### src/rtl/sti_pkg.sv
// Package for the sorted insertion table: sizes, codes and beat types.
`default_nettype none
package sti_pkg;

  localparam int DEPTH = 16;
  localparam int IDX_W = (DEPTH > 1) ? $clog2(DEPTH) : 1;
  localparam int CNT_W = $clog2(DEPTH + 1);

  localparam logic [1:0] MODE_INSERT = 2'd0;
  localparam logic [1:0] MODE_REMOVE = 2'd1;
  localparam logic [1:0] MODE_READ   = 2'd2;

  localparam logic [1:0] ST_OK    = 2'd0;
  localparam logic [1:0] ST_RANGE = 2'd1;
  localparam logic [1:0] ST_FULL  = 2'd2;

  typedef struct packed {
    logic [1:0]         mode;
    logic signed [31:0] value;
    logic [7:0]         position;
  } in_item_t;

  typedef struct packed {
    logic signed [31:0] read_value;
    logic [1:0]         status;
    logic [8:0]         entry_count;
  } out_item_t;

  // per-cell control for one operation
  typedef struct packed {
    logic               ins;    // insert this cycle
    logic               shift;  // remove: take right neighbor
    logic               occ;    // cell holds a live entry
    logic signed [31:0] value;  // value being inserted
  } cell_ctrl_t;

endpackage
`default_nettype wire

### src/rtl/sorted_table_insert_remove_read_top.sv
// Sorted insertion table: a row of compare-and-shift cells plus count and result register.
//
// Usage:
//   in_valid/in_stall/in_data carry one operation per beat: insert a signed
//   value in ascending place (after equal ones), remove the entry at a
//   position, or read the entry at a position. Each accepted beat gives one
//   result beat on out_valid/out_stall/out_data with the read value, a status
//   (ok, position out of range, table full) and the entry count afterwards.
//   The result is registered at the edge that accepts the operation.
//   Throughput is one operation per cycle while the receiver does not stall;
//   every cell compares and shifts in parallel in that same cycle.
//   While the receiver stalls, the result register holds its beat and in_stall
//   is raised, so at most one result is pending.
//   Reset (rst_n low, synchronous) empties the table and drops any pending
//   result; cell contents are not cleared, only the count.
`default_nettype none
module sorted_table_insert_remove_read_top (
  input  wire logic               clk,
  input  wire logic               rst_n,
  input  wire logic               in_valid,
  output logic                    in_stall,
  input  wire sti_pkg::in_item_t  in_data,
  output logic                    out_valid,
  input  wire logic               out_stall,
  output sti_pkg::out_item_t      out_data
);

  localparam int D = sti_pkg::DEPTH;

  logic [sti_pkg::CNT_W-1:0] count_r, count_nxt;
  logic                      out_valid_r, out_valid_nxt;
  sti_pkg::out_item_t        out_data_r, out_data_nxt;

  logic                      in_acc;
  logic                      full;
  logic                      pos_ok;
  logic                      do_ins;
  logic                      do_rem;
  logic [8:0]                count_w, pos_w;

  sti_pkg::cell_ctrl_t       ctrl   [D];
  logic                      flags  [D];
  logic signed [31:0]        vals   [D];

  assign in_stall = out_valid_r && out_stall;
  assign in_acc   = in_valid && !in_stall;

  assign count_w = 9'(count_r);
  assign pos_w   = {1'b0, in_data.position};
  assign full    = (count_w == 9'(D));
  assign pos_ok  = (pos_w < count_w);
  assign do_ins  = in_acc && (in_data.mode == sti_pkg::MODE_INSERT) && !full;
  assign do_rem  = in_acc && (in_data.mode == sti_pkg::MODE_REMOVE) && pos_ok;

  for (genvar i = 0; i < D; i++) begin : g_cell
    assign ctrl[i].ins   = do_ins;
    assign ctrl[i].shift = do_rem && (9'(i) >= pos_w);
    assign ctrl[i].occ   = 9'(i) < count_w;
    assign ctrl[i].value = in_data.value;

    if (i == 0) begin : g_first
      if (D > 1) begin : g_more
        sti_cell u_cell (
          .clk       (clk),
          .ctrl      (ctrl[i]),
          .left_flag (1'b0),
          .left_val  (vals[i]),
          .right_val (vals[i+1]),
          .flag      (flags[i]),
          .val       (vals[i])
        );
      end else begin : g_one
        sti_cell u_cell (
          .clk       (clk),
          .ctrl      (ctrl[i]),
          .left_flag (1'b0),
          .left_val  (vals[i]),
          .right_val (vals[i]),
          .flag      (flags[i]),
          .val       (vals[i])
        );
      end
    end else if (i == D - 1) begin : g_last
      sti_cell u_cell (
        .clk       (clk),
        .ctrl      (ctrl[i]),
        .left_flag (flags[i-1]),
        .left_val  (vals[i-1]),
        .right_val (vals[i]),
        .flag      (flags[i]),
        .val       (vals[i])
      );
    end else begin : g_mid
      sti_cell u_cell (
        .clk       (clk),
        .ctrl      (ctrl[i]),
        .left_flag (flags[i-1]),
        .left_val  (vals[i-1]),
        .right_val (vals[i+1]),
        .flag      (flags[i]),
        .val       (vals[i])
      );
    end
  end

  always_comb begin
    count_nxt     = count_r;
    out_valid_nxt = out_valid_r && out_stall;
    out_data_nxt  = out_data_r;
    if (in_acc) begin
      out_valid_nxt           = 1'b1;
      out_data_nxt.read_value = '0;
      out_data_nxt.status     = sti_pkg::ST_OK;
      case (in_data.mode)
        sti_pkg::MODE_INSERT: begin
          if (full) begin
            out_data_nxt.status = sti_pkg::ST_FULL;
          end else begin
            count_nxt = count_r + 1'b1;
          end
        end
        sti_pkg::MODE_REMOVE: begin
          if (!pos_ok) begin
            out_data_nxt.status = sti_pkg::ST_RANGE;
          end else begin
            count_nxt = count_r - 1'b1;
          end
        end
        sti_pkg::MODE_READ: begin
          if (!pos_ok) begin
            out_data_nxt.status = sti_pkg::ST_RANGE;
          end else begin
            out_data_nxt.read_value = vals[in_data.position[sti_pkg::IDX_W-1:0]];
          end
        end
        default: begin
        end
      endcase
      out_data_nxt.entry_count = 9'(count_nxt);
    end
  end

  always_ff @(posedge clk) begin
    if (!rst_n) begin
      count_r     <= '0;
      out_valid_r <= 1'b0;
    end else begin
      count_r     <= count_nxt;
      out_valid_r <= out_valid_nxt;
    end
    out_data_r <= out_data_nxt;
  end

  assign out_valid = out_valid_r;
  assign out_data  = out_data_r;

  a_count_bound: assert property (@(posedge clk) disable iff (!rst_n)
    9'(count_r) <= 9'(D))
    else $error("entry count above depth");

  a_count_idle: assert property (@(posedge clk) disable iff (!rst_n)
    !in_acc |=> $stable(count_r))
    else $error("entry count changed without an accepted beat");

  a_full_status: assert property (@(posedge clk) disable iff (!rst_n)
    (out_valid_r && out_data_r.status == sti_pkg::ST_FULL) |->
      (out_data_r.entry_count == 9'(D)))
    else $error("full status with table not full");

  a_rd_zero: assert property (@(posedge clk) disable iff (!rst_n)
    (out_valid_r && out_data_r.status != sti_pkg::ST_OK) |->
      (out_data_r.read_value == '0))
    else $error("nonzero read value on error status");

  a_count_match: assert property (@(posedge clk) disable iff (!rst_n)
    out_valid_r |-> (out_data_r.entry_count == 9'(count_r)))
    else $error("result count differs from table count");

endmodule
`default_nettype wire

### src/rtl/sti_cell.sv
// One storage cell of the sorted table: compare against the new value and shift.
`default_nettype none
module sti_cell (
  input  wire logic               clk,
  input  wire sti_pkg::cell_ctrl_t ctrl,
  input  wire logic               left_flag,
  input  wire logic signed [31:0] left_val,
  input  wire logic signed [31:0] right_val,
  output logic                    flag,
  output logic signed [31:0]      val
);

  logic signed [31:0] val_r;
  logic signed [31:0] val_nxt;

  // set from the insertion slot onward; empty cells always count as greater
  assign flag = ctrl.occ ? (val_r > ctrl.value) : 1'b1;
  assign val  = val_r;

  always_comb begin
    val_nxt = val_r;
    if (ctrl.ins) begin
      if (left_flag) begin
        val_nxt = left_val;
      end else if (flag) begin
        val_nxt = ctrl.value;
      end
    end else if (ctrl.shift) begin
      val_nxt = right_val;
    end
  end

  always_ff @(posedge clk) begin
    val_r <= val_nxt;
  end

endmodule
`default_nettype wire

### config.mk
export PLATFORM = sky130hd
export DESIGN_NAME = sorted_table_insert_remove_read_top
export DESIGN_NICKNAME = d
export VERILOG_FILES = /design/src/rtl/sti_pkg.sv /design/src/rtl/sorted_table_insert_remove_read_top.sv /design/src/rtl/sti_cell.sv
export SDC_FILE = /design/constraint.sdc
export NUM_CORES = 2
export LEC_CHECK = 0
export ABC_AREA = 1
export BUFFER_PORTS_ARGS = -buffer_cell sky130_fd_sc_hd__buf_2
export CAP_MARGIN = 40
export CORE_MARGIN = 8
export CORE_UTILIZATION = 50
export CTS_CLUSTER_SIZE = 25
export DETAILED_ROUTE_END_ITERATION = 6
export HOLD_SLACK_MARGIN = 0.12
export PLACE_DENSITY = 0.75
export SLEW_MARGIN = 20
export SYNTH_ARGS = -nofsm -noshare
export SYNTH_HDL_FRONTEND = slang
export SYNTH_HIERARCHICAL = 1
export SYNTH_SLANG_ARGS = --single-unit
export TNS_END_PERCENT = 1
### constraint.sdc
create_clock -name clk -period 14.2 [get_ports clk]
set_input_delay 0.71 -clock clk [delete_from_list [all_inputs] [get_ports clk]]
set_output_delay 0.71 -clock clk [all_outputs]
set_load 0.02 [all_outputs]
==> out/summary.txt <==
Status -> completed
DRC viols -> 0
Worst Path Arrival -> 5.58 ns
DRT iter0 DRCs -> 6004
Post-CTS Setup Bufs -> 0
Initial core utilization -> 50.16%
Max-slew violations -> 0
Setup Total Neg Slack -> 0 ns
DIE HEIGHT -> 321.3 um
Ys Warns -> 6
Worst Setup Start Kind -> register
Worst Setup End Kind -> register
Post-synthesis cell count -> 6355
FMAX -> 190.2 MHz
Met2 Use GR -> 46.38%
Global-route wire length before repair -> 246.9 mm
Worst-skew pair later-pin latency -> 0.62 ns
Via/cell ratio -> 6.107
Worst EP required -> 14.52 ns
DIE WIDTH -> 321.3 um
Area delta synth->final -> 9.028%
Area of the multi-input gates -> 26090 sq um
Met1 Resource Use GR -> 38.24%
Hold Path Class -> in -> reg
CTS sink count -> 557
Largest net degree at the start of global routing -> 195
Max VDD drop -> 0.00007315 V
Final setup viols -> 0
Final Instance Count excl. Fillers -> 7631
RSZ-0062 raised after global routing -> no
Skew final -> 0.01924 ns
DRT Pass-1 Iters -> 7
Cells along the critical path -> inv_1 -> ha_1 -> nand3_1 -> nand2_1 -> nor2_4 -> buf_4 -> buf_12 -> buf_4 -> inv_1 -> buf_8 -> nor2_1 -> nand3_2 -> nand2_1 -> inv_1 -> buf_4
FILL cells -> 8481
CTS Buf Count -> 69
Mean Syn Cell Area -> 7.334 sq um
Post-CTS Hold Buffers -> 0
ANT nets after route -> 0
CTS tree -> done
Net count, final -> 6897
Gr busiest metal -> met2
Vias in the first global route -> 44370
Root Driver -> clkbuf_16
GR met3 Demand/Resource -> 4.826%
Slew at the pin closest to its max-slew limit -> 0.8942 ns
H-tree level count -> 3
Crit-path leading delay family -> buffers and inverters
Cts repair resizes -> 0
LEAKAGE -> 22.74 nW
Final Wtd Congestion -> 0.9963
Pwr Density -> 90.54 nW/um^2
Relative slew slack -> 40.39%
Fin crit share -> 37.03%
Fraction of layout cells with a size suffix above 1 -> 6.917%
Final min period -> 5.259 ns
Core area -> 92910 sq um
Slowest-stage cell, CP -> buf_4
Final WL -> 158.9 mm
Port-buffer cells -> 86
Ports -> 91
Largest stage delay, worst path -> 0.80 ns
Site row count -> 112
Clock buffer depth -> 3
Max-cap violations -> 0
CP bufs+invs -> 8
Vias -> 46600
CTS clock-pin slew for the worst setup and hold paths -> 0.06 ns
Endpoints failing hold -> 0
Synth Cell Area -> 46610 sq um
Wire per inst -> 20.82 um
Setup CP Type -> reg -> reg
Total global-route track usage -> 29.64%
Crit path max fanout -> 194
Post-DP HPWL -> 112.1 mm
Initial antenna violation count -> 2
Placed cells -> 7509
Register area -> 16670 sq um
Die area -> 103200 sq um
Grt ovf -> 0
placed cells by master (no fill, tap or decap), types with 3 or more instances in the layout:
cell type	instances
or2_2	16
o21ai_1	417
nand2_2	18
buf_4	68
nand3_1	207
o21a_2	16
o211ai_1	128
inv_1	670
a41oi_1	32
a21oi_1	239
nand2_1	1425
bufinv_16	4
buf_2	85
clkbuf_16	71
inv_2	33
nand4_1	18
nand3_2	32
and3_1	16
clkbuf_1	11
buf_8	23
edfxtp_1	551
clkinv_2	13
ha_1	524
clkinv_1	37
buf_16	11
nor3b_2	16
conb_1	11
a21o_1	16
nor2_4	3
buf_12	3
o21ai_0	784
o21a_1	18
dfxtp_1	6
nor3_1	4
nor2_2	19
nor2_1	815
worst register-to-register path, stage by stage, from the launching register on:
cell     delay, ns
dfxtp_1       0.49
inv_1         0.21
ha_1          0.24
nand3_1       0.11
nand2_1       0.15
nor2_4        0.11
buf_4         0.56
buf_12        0.60
buf_4         1.01
inv_1         0.59
buf_8         0.31
nor2_1        0.12
nand3_2       0.08
nand2_1       0.08
inv_1         0.04
buf_4         0.26
where the power goes:
part           switching [mW]  internal (mW)
registers              0.0696           1.88
clock network           0.734          0.982
logic                   0.645          0.290
total                    1.45           3.15
registers in the layout (all words and copies together), names as in the netlist:
name / flops
g_cell.g_last.u_cell/val: 32
g_cell.g_first.g_more.u_cell/val: 32
g_cell.g_mid.u_cell/val: 448
count_r: 5
out_data: 39
out_valid: 1
metrics by stage:
stage                     utilization [%]  hold slack, ns  cell area, sq um  worst slack [ns]  total power [mW]
final                               54.69          0.3643             50820             8.941             4.601
after global routing                54.69          0.3713             50810             8.754             4.771
after CTS                           54.68          0.3325             50800             9.208             4.577
after detailed placement            52.42          0.4815             48700             9.046             2.882
after global placement              51.67          0.4806             48010             9.034             2.814
after floorplan                         -          0.5585             46640             6.573             2.548
layout make-up:
cell class	instances	share of cell area, %
well taps	1254	3.088
inverters	725	5.378
clock inverters	38	0.5515
clock buffers	82	3.578
diodes	1	0.004925
flip-flops and latches	557	32.80
repair buffers	191	3.258
multi-input cells	4783	51.35
final timing paths:
check	cells past startpoint	to	startpoint	slack, ns
worst max-delay path	15	g_cell[12].g_mid.u_cell/val[6]	count_r[0]	8.94
worst min-delay path	3	count_r[0]	rst_n	0.36
worst min register to register	2	out_valid	out_valid	0.49
worst max register to register	15	g_cell[12].g_mid.u_cell/val[6]	count_r[0]	8.94
metal layers:
| metal | vias to the layer above | routed length (um) |
|---|---|---|
| met5 | - | 13 |
| met4 | 2 | 11150 |
| met3 | 602 | 16860 |
| met2 | 2911 | 70390 |
| met1 | 21750 | 60450 |
| li1 | 21330 | - |
Power figures use the tool's default switching activity.
